[src/hw/rtl/lr_eval_pkg.sv]
`timescale 1ns / 1ps
`default_nettype none
// ----------------------------------------------------------------------------
// LR expression evaluator package
// Word types, token and status codes, the LALR action and goto tables and
// the microcode program of the evaluator sequencer.
// ----------------------------------------------------------------------------
package lr_eval_pkg;

   // Stack geometry and value width
   localparam int STACK_DEPTH = 64;
   localparam int VALUE_WIDTH = 32;
   localparam int SP_WIDTH    = $clog2(STACK_DEPTH + 1);
   localparam int ADDR_WIDTH  = $clog2(STACK_DEPTH);
   localparam int PS_WIDTH    = 4;
   localparam int STEP_WIDTH  = 3;

   // Reduction lengths
   localparam logic [1:0] LEN_NONE   = 2'd0;
   localparam logic [1:0] LEN_SINGLE = 2'd1;
   localparam logic [1:0] LEN_BINARY = 2'd3;

   // Token kinds
   localparam logic [2:0] TK_INT     = 3'd0;
   localparam logic [2:0] TK_PLUS    = 3'd1;
   localparam logic [2:0] TK_TIMES   = 3'd2;
   localparam logic [2:0] TK_OPEN    = 3'd3;
   localparam logic [2:0] TK_CLOSE   = 3'd4;
   localparam logic [2:0] TK_END     = 3'd5;

   // Result status codes
   localparam logic [2:0] STATUS_CONSUMED = 3'd0;
   localparam logic [2:0] STATUS_ACCEPTED = 3'd1;
   localparam logic [2:0] STATUS_SKIPPED  = 3'd2;
   localparam logic [2:0] STATUS_FATAL    = 3'd3;
   localparam logic [2:0] STATUS_OVERFLOW = 3'd4;

   // Parser states
   localparam logic [PS_WIDTH-1:0] PS_START   = 4'd0;
   localparam logic [PS_WIDTH-1:0] PS_EXPR    = 4'd1;
   localparam logic [PS_WIDTH-1:0] PS_OPEN    = 4'd2;
   localparam logic [PS_WIDTH-1:0] PS_INT     = 4'd3;
   localparam logic [PS_WIDTH-1:0] PS_PLUS    = 4'd4;
   localparam logic [PS_WIDTH-1:0] PS_TIMES   = 4'd5;
   localparam logic [PS_WIDTH-1:0] PS_INNER   = 4'd6;
   localparam logic [PS_WIDTH-1:0] PS_SUM     = 4'd7;
   localparam logic [PS_WIDTH-1:0] PS_PRODUCT = 4'd8;
   localparam logic [PS_WIDTH-1:0] PS_PAREN   = 4'd9;
   localparam logic [PS_WIDTH-1:0] PS_NONE    = 4'hF;

   // Microcode steps
   localparam logic [STEP_WIDTH-1:0] STEP_FETCH  = 3'd0;
   localparam logic [STEP_WIDTH-1:0] STEP_DECODE = 3'd1;
   localparam logic [STEP_WIDTH-1:0] STEP_SHIFT  = 3'd2;
   localparam logic [STEP_WIDTH-1:0] STEP_ACCEPT = 3'd3;
   localparam logic [STEP_WIDTH-1:0] STEP_REDUCE = 3'd4;
   localparam logic [STEP_WIDTH-1:0] STEP_ERROR  = 3'd5;

   typedef struct packed {
      logic [2:0]  token_kind;
      logic [31:0] token_value;
   } req_word_type;

   typedef struct packed {
      logic [2:0]  status;
      logic [31:0] result_value;
      logic [3:0]  error_state;
   } rsp_word_type;

   // Parser action; order matches the step order from STEP_SHIFT on
   typedef enum logic [1:0] {
      ACT_SHIFT,
      ACT_ACCEPT,
      ACT_REDUCE,
      ACT_ERROR
   } act_type;

   typedef struct packed {
      act_type             act;
      logic [PS_WIDTH-1:0] next_state;
      logic [1:0]          rlen;
   } action_type;

   // Datapath operation of one step
   typedef enum logic [2:0] {
      OP_FETCH,
      OP_DECODE,
      OP_SHIFT,
      OP_ACCEPT,
      OP_REDUCE,
      OP_ERROR
   } op_type;

   // Jump condition of one step
   typedef enum logic [1:0] {
      JC_TOKEN,
      JC_DISPATCH,
      JC_SLOT,
      JC_GOTO
   } jc_type;

   typedef struct packed {
      op_type                op;
      jc_type                jc;
      logic [STEP_WIDTH-1:0] target;
   } ucode_type;

   // Action table of the LALR automaton
   function automatic action_type lr_action(input logic [PS_WIDTH-1:0] st,
                                            input logic [2:0] kind);
      action_type a;
      logic       follow;
      begin
         a = '{act: ACT_ERROR, next_state: PS_NONE, rlen: LEN_NONE};
         follow = (kind == TK_PLUS) || (kind == TK_TIMES) ||
                  (kind == TK_CLOSE) || (kind == TK_END);
         case (st)
            PS_START, PS_OPEN, PS_PLUS, PS_TIMES: begin
               if (kind == TK_INT) begin
                  a.act = ACT_SHIFT;
                  a.next_state = PS_INT;
               end else if (kind == TK_OPEN) begin
                  a.act = ACT_SHIFT;
                  a.next_state = PS_OPEN;
               end
            end
            PS_EXPR: begin
               if (kind == TK_PLUS) begin
                  a.act = ACT_SHIFT;
                  a.next_state = PS_PLUS;
               end else if (kind == TK_TIMES) begin
                  a.act = ACT_SHIFT;
                  a.next_state = PS_TIMES;
               end else if (kind == TK_END) begin
                  a.act = ACT_ACCEPT;
               end
            end
            PS_INT: begin
               if (follow) begin
                  a.act = ACT_REDUCE;
                  a.rlen = LEN_SINGLE;
               end
            end
            PS_INNER: begin
               if (kind == TK_PLUS) begin
                  a.act = ACT_SHIFT;
                  a.next_state = PS_PLUS;
               end else if (kind == TK_TIMES) begin
                  a.act = ACT_SHIFT;
                  a.next_state = PS_TIMES;
               end else if (kind == TK_CLOSE) begin
                  a.act = ACT_SHIFT;
                  a.next_state = PS_PAREN;
               end
            end
            PS_SUM: begin
               if (kind == TK_TIMES) begin
                  a.act = ACT_SHIFT;
                  a.next_state = PS_TIMES;
               end else if (follow) begin
                  a.act = ACT_REDUCE;
                  a.rlen = LEN_BINARY;
               end
            end
            PS_PRODUCT, PS_PAREN: begin
               if (follow) begin
                  a.act = ACT_REDUCE;
                  a.rlen = LEN_BINARY;
               end
            end
            default: begin
               a.act = ACT_ERROR;
            end
         endcase
         return a;
      end
   endfunction

   // Goto on E; PS_NONE where the exposed state has no entry
   function automatic logic [PS_WIDTH-1:0] lr_goto(input logic [PS_WIDTH-1:0] st);
      case (st)
         PS_START: return PS_EXPR;
         PS_OPEN:  return PS_INNER;
         PS_PLUS:  return PS_SUM;
         PS_TIMES: return PS_PRODUCT;
         default:  return PS_NONE;
      endcase
   endfunction

   // Microcode program
   function automatic ucode_type lr_ucode(input logic [STEP_WIDTH-1:0] step);
      case (step)
         STEP_FETCH:  return '{op: OP_FETCH,  jc: JC_TOKEN,    target: STEP_DECODE};
         STEP_DECODE: return '{op: OP_DECODE, jc: JC_DISPATCH, target: STEP_SHIFT};
         STEP_SHIFT:  return '{op: OP_SHIFT,  jc: JC_SLOT,     target: STEP_FETCH};
         STEP_ACCEPT: return '{op: OP_ACCEPT, jc: JC_SLOT,     target: STEP_FETCH};
         STEP_REDUCE: return '{op: OP_REDUCE, jc: JC_GOTO,     target: STEP_DECODE};
         STEP_ERROR:  return '{op: OP_ERROR,  jc: JC_SLOT,     target: STEP_FETCH};
         default:     return '{op: OP_FETCH,  jc: JC_TOKEN,    target: STEP_DECODE};
      endcase
   endfunction

endpackage
`default_nettype wire

[src/hw/rtl/lr_expression_evaluator.sv]
`timescale 1ns / 1ps
`default_nettype none
// ----------------------------------------------------------------------------
// LR expression evaluator
// Shift-reduce evaluator for integer expressions over +, * and parentheses,
// run by a microcoded sequencer over state and value stacks in RAM.
// ----------------------------------------------------------------------------
// Feed one token per request word; every token yields exactly one response
// word (consumed, accepted with the expression value, skipped, fatal error or
// stack overflow). A token runs through fetch, decode and then shift or finish,
// with a reduce and a further decode for each reduction it triggers; the
// stack RAM read of each reduction is issued in decode and used in reduce.
// Only one token is in work at a time; a finished response waits
// in the output register while the next token is taken. After accept, fatal
// error or overflow the stacks start over with only the start state. No
// clearing pass runs after reset: the stack pointer bounds what is read, and
// the bottom entry is always read as the start state.
module lr_expression_evaluator
   import lr_eval_pkg::*;
(
   input  wire logic         clock,
   input  wire logic         reset,
   input  wire logic         req_valid,
   output logic              req_stall,
   input  wire req_word_type req_word,
   output logic              rsp_valid,
   input  wire logic         rsp_stall,
   output rsp_word_type      rsp_word
);

   // Control registers
   logic [STEP_WIDTH-1:0]  step_ff,       step_in;
   logic [SP_WIDTH-1:0]    sp_ff,         sp_in;
   logic [PS_WIDTH-1:0]    top_state_ff,  top_state_in;
   logic                   rsp_valid_ff,  rsp_valid_in;
   // Payload registers
   logic [VALUE_WIDTH-1:0] top_value_ff,  top_value_in;
   logic [2:0]             kind_ff,       kind_in;
   logic [VALUE_WIDTH-1:0] tval_ff,       tval_in;
   logic [1:0]             rlen_ff,       rlen_in;
   logic                   fatal_ff,      fatal_in;
   logic                   bottom_ff,     bottom_in;
   rsp_word_type           rsp_word_ff,   rsp_word_in;

   ucode_type              uc;
   action_type             act;
   act_type                eff_act;
   logic                   slot_free;
   logic                   overflow;
   logic [SP_WIDTH-1:0]    rd_state_ptr;
   logic [SP_WIDTH-1:0]    rd_value_ptr;
   logic [SP_WIDTH-1:0]    red_sp;
   logic [PS_WIDTH-1:0]    under_state;
   logic [PS_WIDTH-1:0]    goto_state;
   logic                   goto_ok;
   logic [VALUE_WIDTH-1:0] red_value;
   logic [PS_WIDTH-1:0]    state_rdata;
   logic [VALUE_WIDTH-1:0] value_rdata;
   logic                   wr_en;
   logic [ADDR_WIDTH-1:0]  wr_addr;
   logic [PS_WIDTH-1:0]    wr_state;
   logic [VALUE_WIDTH-1:0] wr_value;

   // Stack memories
   lr_eval_ram #(.WIDTH(PS_WIDTH), .DEPTH(STACK_DEPTH)) u_state_stack (
      .clock   (clock),
      .wr_en   (wr_en),
      .wr_addr (wr_addr),
      .wr_data (wr_state),
      .rd_addr (rd_state_ptr[ADDR_WIDTH-1:0]),
      .rd_data (state_rdata)
   );

   lr_eval_ram #(.WIDTH(VALUE_WIDTH), .DEPTH(STACK_DEPTH)) u_value_stack (
      .clock   (clock),
      .wr_en   (wr_en),
      .wr_addr (wr_addr),
      .wr_data (wr_value),
      .rd_addr (rd_value_ptr[ADDR_WIDTH-1:0]),
      .rd_data (value_rdata)
   );

   // Decode the current step and parser action
   assign uc        = lr_ucode(step_ff);
   assign act       = lr_action(top_state_ff, kind_ff);
   assign slot_free = !rsp_valid_ff || !rsp_stall;
   assign overflow  = (sp_ff >= SP_WIDTH'(STACK_DEPTH));

   // Reduce only with enough entries below the top
   always_comb begin
      eff_act = act.act;
      if (act.act == ACT_REDUCE && !(sp_ff > SP_WIDTH'(act.rlen))) begin
         eff_act = ACT_ERROR;
      end
   end

   // Read pointers: state exposed by the reduction, and the left operand (or the inner value of a paren)
   assign rd_state_ptr = sp_ff - SP_WIDTH'(1) - SP_WIDTH'(act.rlen);
   assign rd_value_ptr = (top_state_ff == PS_PAREN) ? (sp_ff - SP_WIDTH'(2))
                                                    : (sp_ff - SP_WIDTH'(3));

   // Reduction result and goto
   assign red_sp      = sp_ff - SP_WIDTH'(rlen_ff);
   assign under_state = bottom_ff ? PS_START : state_rdata;
   assign goto_state  = lr_goto(under_state);
   assign goto_ok     = (goto_state != PS_NONE);

   always_comb begin
      case (top_state_ff)
         PS_INT:     red_value = top_value_ff;
         PS_SUM:     red_value = value_rdata + top_value_ff;
         PS_PRODUCT: red_value = VALUE_WIDTH'(value_rdata * top_value_ff);
         default:    red_value = value_rdata;
      endcase
   end

   // Datapath and sequencer next values
   always_comb begin
      step_in      = step_ff;
      sp_in        = sp_ff;
      top_state_in = top_state_ff;
      top_value_in = top_value_ff;
      kind_in      = kind_ff;
      tval_in      = tval_ff;
      rlen_in      = rlen_ff;
      fatal_in     = fatal_ff;
      bottom_in    = bottom_ff;
      rsp_valid_in = rsp_valid_ff && rsp_stall;
      rsp_word_in  = rsp_word_ff;
      wr_en        = 1'b0;
      wr_addr      = '0;
      wr_state     = '0;
      wr_value     = '0;

      case (uc.op)
         OP_FETCH: begin
            if (req_valid) begin
               kind_in = req_word.token_kind;
               tval_in = VALUE_WIDTH'(req_word.token_value);
            end
         end
         OP_DECODE: begin
            rlen_in   = act.rlen;
            fatal_in  = (kind_ff == TK_INT) || (kind_ff == TK_END) ||
                        (act.rlen != LEN_NONE);
            bottom_in = (rd_state_ptr == '0);
         end
         OP_SHIFT: begin
            if (slot_free) begin
               rsp_valid_in = 1'b1;
               if (overflow) begin
                  sp_in        = SP_WIDTH'(1);
                  top_state_in = PS_START;
                  rsp_word_in  = '{status: STATUS_OVERFLOW, result_value: '0,
                                   error_state: top_state_ff};
               end else begin
                  wr_en        = 1'b1;
                  wr_addr      = sp_ff[ADDR_WIDTH-1:0];
                  wr_state     = act.next_state;
                  wr_value     = (kind_ff == TK_INT) ? tval_ff : '0;
                  sp_in        = sp_ff + SP_WIDTH'(1);
                  top_state_in = act.next_state;
                  top_value_in = wr_value;
                  rsp_word_in  = '{status: STATUS_CONSUMED, result_value: '0,
                                   error_state: '0};
               end
            end
         end
         OP_ACCEPT: begin
            if (slot_free) begin
               rsp_valid_in = 1'b1;
               sp_in        = SP_WIDTH'(1);
               top_state_in = PS_START;
               rsp_word_in  = '{status: STATUS_ACCEPTED,
                                result_value: 32'(top_value_ff), error_state: '0};
            end
         end
         OP_REDUCE: begin
            if (goto_ok) begin
               wr_en        = 1'b1;
               wr_addr      = red_sp[ADDR_WIDTH-1:0];
               wr_state     = goto_state;
               wr_value     = red_value;
               sp_in        = red_sp + SP_WIDTH'(1);
               top_state_in = goto_state;
               top_value_in = red_value;
            end else begin
               fatal_in = 1'b1;
            end
         end
         OP_ERROR: begin
            if (slot_free) begin
               rsp_valid_in = 1'b1;
               if (fatal_ff) begin
                  sp_in        = SP_WIDTH'(1);
                  top_state_in = PS_START;
                  rsp_word_in  = '{status: STATUS_FATAL, result_value: '0,
                                   error_state: top_state_ff};
               end else begin
                  rsp_word_in  = '{status: STATUS_SKIPPED, result_value: '0,
                                   error_state: top_state_ff};
               end
            end
         end
         default: begin
            step_in = STEP_FETCH;
         end
      endcase

      // Advance the step counter
      case (uc.jc)
         JC_TOKEN: begin
            if (req_valid) begin
               step_in = uc.target;
            end
         end
         JC_DISPATCH: begin
            step_in = uc.target + STEP_WIDTH'(eff_act);
         end
         JC_SLOT: begin
            if (slot_free) begin
               step_in = uc.target;
            end
         end
         JC_GOTO: begin
            step_in = goto_ok ? uc.target : STEP_ERROR;
         end
         default: begin
            step_in = STEP_FETCH;
         end
      endcase
   end

   // Hold state and registered outputs
   always_ff @(posedge clock) begin
      if (reset) begin
         step_ff      <= STEP_FETCH;
         sp_ff        <= SP_WIDTH'(1);
         top_state_ff <= PS_START;
         rsp_valid_ff <= 1'b0;
      end else begin
         step_ff      <= step_in;
         sp_ff        <= sp_in;
         top_state_ff <= top_state_in;
         rsp_valid_ff <= rsp_valid_in;
      end
      top_value_ff <= top_value_in;
      kind_ff      <= kind_in;
      tval_ff      <= tval_in;
      rlen_ff      <= rlen_in;
      fatal_ff     <= fatal_in;
      bottom_ff    <= bottom_in;
      rsp_word_ff  <= rsp_word_in;
   end

   assign req_stall = (step_ff != STEP_FETCH);
   assign rsp_valid = rsp_valid_ff;
   assign rsp_word  = rsp_word_ff;

   // Stack pointer never leaves its range
   a_sp_range: assert property (@(posedge clock) disable iff (reset)
      (sp_ff >= SP_WIDTH'(1)) && (sp_ff <= SP_WIDTH'(STACK_DEPTH)))
      else $error("stack pointer out of range");

   // Start state sits only at the bottom
   a_start_bottom: assert property (@(posedge clock) disable iff (reset)
      (sp_ff == SP_WIDTH'(1)) == (top_state_ff == PS_START))
      else $error("start state and stack pointer disagree");

   // A reduction always has its operands on the stack
   a_reduce_depth: assert property (@(posedge clock) disable iff (reset)
      (step_ff == STEP_REDUCE) |-> (rlen_ff != LEN_NONE) &&
      (sp_ff > SP_WIDTH'(rlen_ff)))
      else $error("reduction without enough stack entries");

   // A response appears only out of a finishing step
   a_rsp_source: assert property (@(posedge clock) disable iff (reset)
      $rose(rsp_valid_ff) |-> ($past(step_ff) == STEP_SHIFT) ||
      ($past(step_ff) == STEP_ACCEPT) || ($past(step_ff) == STEP_ERROR))
      else $error("response word from a non-finishing step");

endmodule
`default_nettype wire

[src/hw/rtl/lr_eval_ram.sv]
`timescale 1ns / 1ps
`default_nettype none
// ----------------------------------------------------------------------------
// Generic single-port-write RAM
// One write port and one read port; read data is registered.
// ----------------------------------------------------------------------------
module lr_eval_ram #(
   parameter int WIDTH = 8,
   parameter int DEPTH = 16
) (
   input  wire logic                     clock,
   input  wire logic                     wr_en,
   input  wire logic [$clog2(DEPTH)-1:0] wr_addr,
   input  wire logic [WIDTH-1:0]         wr_data,
   input  wire logic [$clog2(DEPTH)-1:0] rd_addr,
   output logic      [WIDTH-1:0]         rd_data
);

   logic [WIDTH-1:0] mem_ff [DEPTH];
   logic [WIDTH-1:0] rd_data_ff;

   // Write and registered read
   always_ff @(posedge clock) begin
      if (wr_en) begin
         mem_ff[wr_addr] <= wr_data;
      end
      rd_data_ff <= mem_ff[rd_addr];
   end

   assign rd_data = rd_data_ff;

endmodule
`default_nettype wire

[config.mk]
export PLATFORM = sky130hd
export DESIGN_NAME = lr_expression_evaluator
export DESIGN_NICKNAME = d
export VERILOG_FILES = /design/src/hw/rtl/lr_eval_pkg.sv /design/src/hw/rtl/lr_expression_evaluator.sv /design/src/hw/rtl/lr_eval_ram.sv
export SDC_FILE = /design/constraint.sdc
export NUM_CORES = 2
export LEC_CHECK = 0
export BUFFER_PORTS_ARGS = -buffer_cell sky130_fd_sc_hd__buf_2
export CAP_MARGIN = 30
export CORE_ASPECT_RATIO = 1.4
export CORE_MARGIN = 4
export CORE_UTILIZATION = 35
export CTS_BUF_LIST = sky130_fd_sc_hd__clkbuf_4
export DETAILED_ROUTE_END_ITERATION = 12
export HOLD_SLACK_MARGIN = 0.1
export SYNTH_ARGS = -nofsm -noshare
export SYNTH_HDL_FRONTEND = slang
export SYNTH_HIERARCHICAL = 1
export SYNTH_SLANG_ARGS = --single-unit
[constraint.sdc]
create_clock -name clock -period 10.95 [get_ports clock]
set_clock_uncertainty 0.15 [all_clocks]
set_input_delay 1.095 -clock clock [delete_from_list [all_inputs] [get_ports clock]]
set_output_delay 1.095 -clock clock [all_outputs]
set_load 0.05 [all_outputs]
==> run metrics <==
status=finished, final reports clean; Vias/cell=5.43; Clock transition at path regs=80 ps; reg2reg end=u_value_stack/mem_ff[23][22]; Final Cycle Share=0.839; Routed Antenna Nets=0; initial antenna violation count=19; largest net degree at the start of global routing=between 100 and 150; Pre-antenna DRT Iters=8; Async SR Flop Fraction=0; worst r2r src=top_value_ff[3]; Fmax=0.109 GHz; number of synthesized flops with an enable pin=2414; hold_ws=about 350 ps; Port Buf Inserts=79; # IOs=80; H-tree depth=6; Synth Instances=approximately 6.5k; HPWL after DPL=195 mm; total die area=333000 um^2; final setup fails=0; clock tree buffer depth=4; Crit path required time=about 12000 ps; cts bufs inserted=594; Hold Path Stages=2; ratio of cells with drive above 1 in the final layout=0.261; Synth area leader=edfxtp_1; core area=323000 um^2; number of setup buffers added after CTS=0; Primary FF master, synth=edfxtp_1; worst-path fanout max=33; Final Hold Fails=0; post-placement cell area=120000 um^2; post-route minimum period=9180 ps; final cell count without fillers=11.7k; CP Capture Type=register; top post-synthesis cells by area=edfxtp_1, mux4_2, fa_1, and2_1, ha_1; Total Nets Final=7706; WHS Endpoint=tval_ff[18]; Rel. slew slack=0.262; die height=682 um; Seq/Total Area, Yosys=0.648; Setup TNS Final=0 ps; Starting Density=0.351; clk sink count=approximately 2.5k; R2R cell count=25; number of global-route vias before repair=67.3k; WL final=322 mm; post-synth net total=7144; FP Rows=247; max cap viols=0; RSZ-0062 raised after global routing=false; number of distinct library cells after synthesis=100; Post-Syn Area per Cell=around 17 um^2; Worst Max-Slew Pin Slew=between 1000 and 1500 ps; reg2reg setup slack=1770 ps; worst path arrival time=10050 ps; Fillers=~29k; Final Max Tran Viols=0; CTS resizes=0; first-pass GRT wire length=465 mm; DR DRC count=0; final RePlAce weighted congestion=0.931; Hold Crit Start=req_word[18]; WL per Instance=27.4 um; DR iter-0 viols=5912; Seq cells post-synth=2465; crit path kind=register to register; Min-Delay Path Class=input pin to register; post-synth top area share=0.639; cell area after layout=128000 um^2; Critical Path Start Type=register; GRT Total Usage=0.192; synthesized area=113000 um^2; number of instances in the placed design=10.7k; Root Driver=clkbuf_4; Vias=63.8k; CTS tree=yes; gr ovfl total=0; die width=489 um; Layout Area Growth over Synthesis=13.0%; clk_lat worst skew=1340 ps; yosys synthesis warning count=6
flip-flops by register name, summed over array words and instances (netlist names):
register	flops
rlen_ff	2
tval_ff	32
u_state_stack/rd_data	4
u_state_stack/mem_ff	256
fatal_ff	1
bottom_ff	1
step_ff	3
top_value_ff	32
u_value_stack/rd_data	32
top_state_ff	4
rsp_word	39
kind_ff	3
sp_ff	7
u_value_stack/mem_ff	2048
rsp_valid	1
metal layers:
metal / wire [um] / GRT usage / vias up
met2: 164000 / 0.332 / 2786
met4: 18900 / 0.105 / 6
met1: 117000 / 0.226 / 33700
met3: 22000 / 0.0336 / 763
met5: 40 / 0 / -
li1: - / - / 26500
stage by stage:
stage               utilization  worst slack (ps)
floorplan                     -               924
global placement          0.372              2040
detailed placement        0.372              1990
CTS                       0.397              1920
global route              0.397              1510
finish                    0.397              1770
layout make-up:
type | count | area [um^2] | area share
multi-input combinational | 3288 | 37600 | 0.294
clock buffer | 841 | 6310 | 0.0493
clock inverter | 167 | 1230 | 0.00959
timing repair buffer | 331 | 2650 | 0.0207
antenna | 14 | 35.0 | 0.000273
tap | 4233 | 5300 | 0.0413
inverter | 407 | 1530 | 0.0119
sequential | 2465 | 73500 | 0.573
what timing repair did:
| item | in CTS | in global routing |
|---|---|---|
| setup endpoints to repair | 0 | 0 |
| hold buffers | 40 | 0 |
| hold endpoints to repair | 50 | 0 |
logic make-up (layout without fill, tap and decap cells):
family                   Yosys count  after routing  synth area share
XOR/XNOR                         125            125           0.00965
multiplexers                     716            716             0.131
adder cells (fa/ha/maj)          580            580            0.0913
AO/OA/AOI/OAI                    631            631            0.0376
other                              0             14                 0
flip-flops                      2465           2465             0.648
buffers and inverters            772           1746            0.0284
AND/OR/NAND/NOR                 1236           1236            0.0538
cell usage after synthesis, types with 9 or more instances:
cell type and count:
fa_1 412, a31oi_1 12, a21oi_1 153, xnor2_1 90, a211oi_1 15, dfxtp_1 51
nand2b_1 29, clkbuf_1 224, nand3_1 77, nor2_1 281, nor2b_1 34, o31ai_1 13
xor2_1 35, a311oi_1 12, o21ai_1 9, buf_1 27, nand3b_1 10, and2_1 341
a32o_1 12, o221ai_1 36, buf_2 71, and3_1 16, inv_1 406, o22ai_1 97
o21a_1 10, nor3_1 37, buf_4 28, edfxtp_1 2414, a21o_1 26, ha_1 168
o32ai_1 9, mux2i_1 104, mux4_1 19, buf_6 11, or3_1 12, a22oi_1 32
nand2_1 347, mux4_2 590, o21ai_0 103, a222oi_1 14
layout by cell type (no fill, tap or decap), types with 104 or more instances in the layout:
cell type  count
nor2_1       214
clkinv_1     104
nand2_1      344
edfxtp_1    2414
mux4_2       590
a21oi_1      152
inv_1        406
buf_4        192
mux2i_1      104
and2_1       341
fa_1         411
ha_1         167
clkbuf_4     841
worst max-delay path, stage by stage (launching register included):
cell and delay (ps):
edfxtp_1 1000, buf_4 330, and2_1 170, fa_1 420, inv_1 80, fa_1 430, fa_1 510, inv_1 70
fa_1 540, ha_1 220, ha_1 270, inv_1 40, fa_1 480, inv_1 50, fa_1 450, ha_1 330
nor2_1 70, a21oi_1 270, a311o_1 450, a41oi_2 260, o21ai_2 220, a31oi_1 120, xnor2_1 370, a21oi_1 220
o21ai_4 780, buf_4 500
worst max-delay path by stage:
stage          depth (start not counted)             from                            to
3_5_place_dp                          23  top_value_ff[7]  u_value_stack/mem_ff[27][29]
6_report                              25  top_value_ff[3]  u_value_stack/mem_ff[23][22]
5_1_grt                               23  top_value_ff[7]  u_value_stack/mem_ff[14][29]
4_1_cts                               23  top_value_ff[7]  u_value_stack/mem_ff[14][29]
2_1_floorplan                         26  top_value_ff[3]   u_value_stack/mem_ff[0][29]
3_3_place_gp                          26  top_value_ff[3]  u_value_stack/mem_ff[30][23]
Power is not shown: default switching activity piles up to over one toggle a cycle in this logic, so the estimate is an artifact.
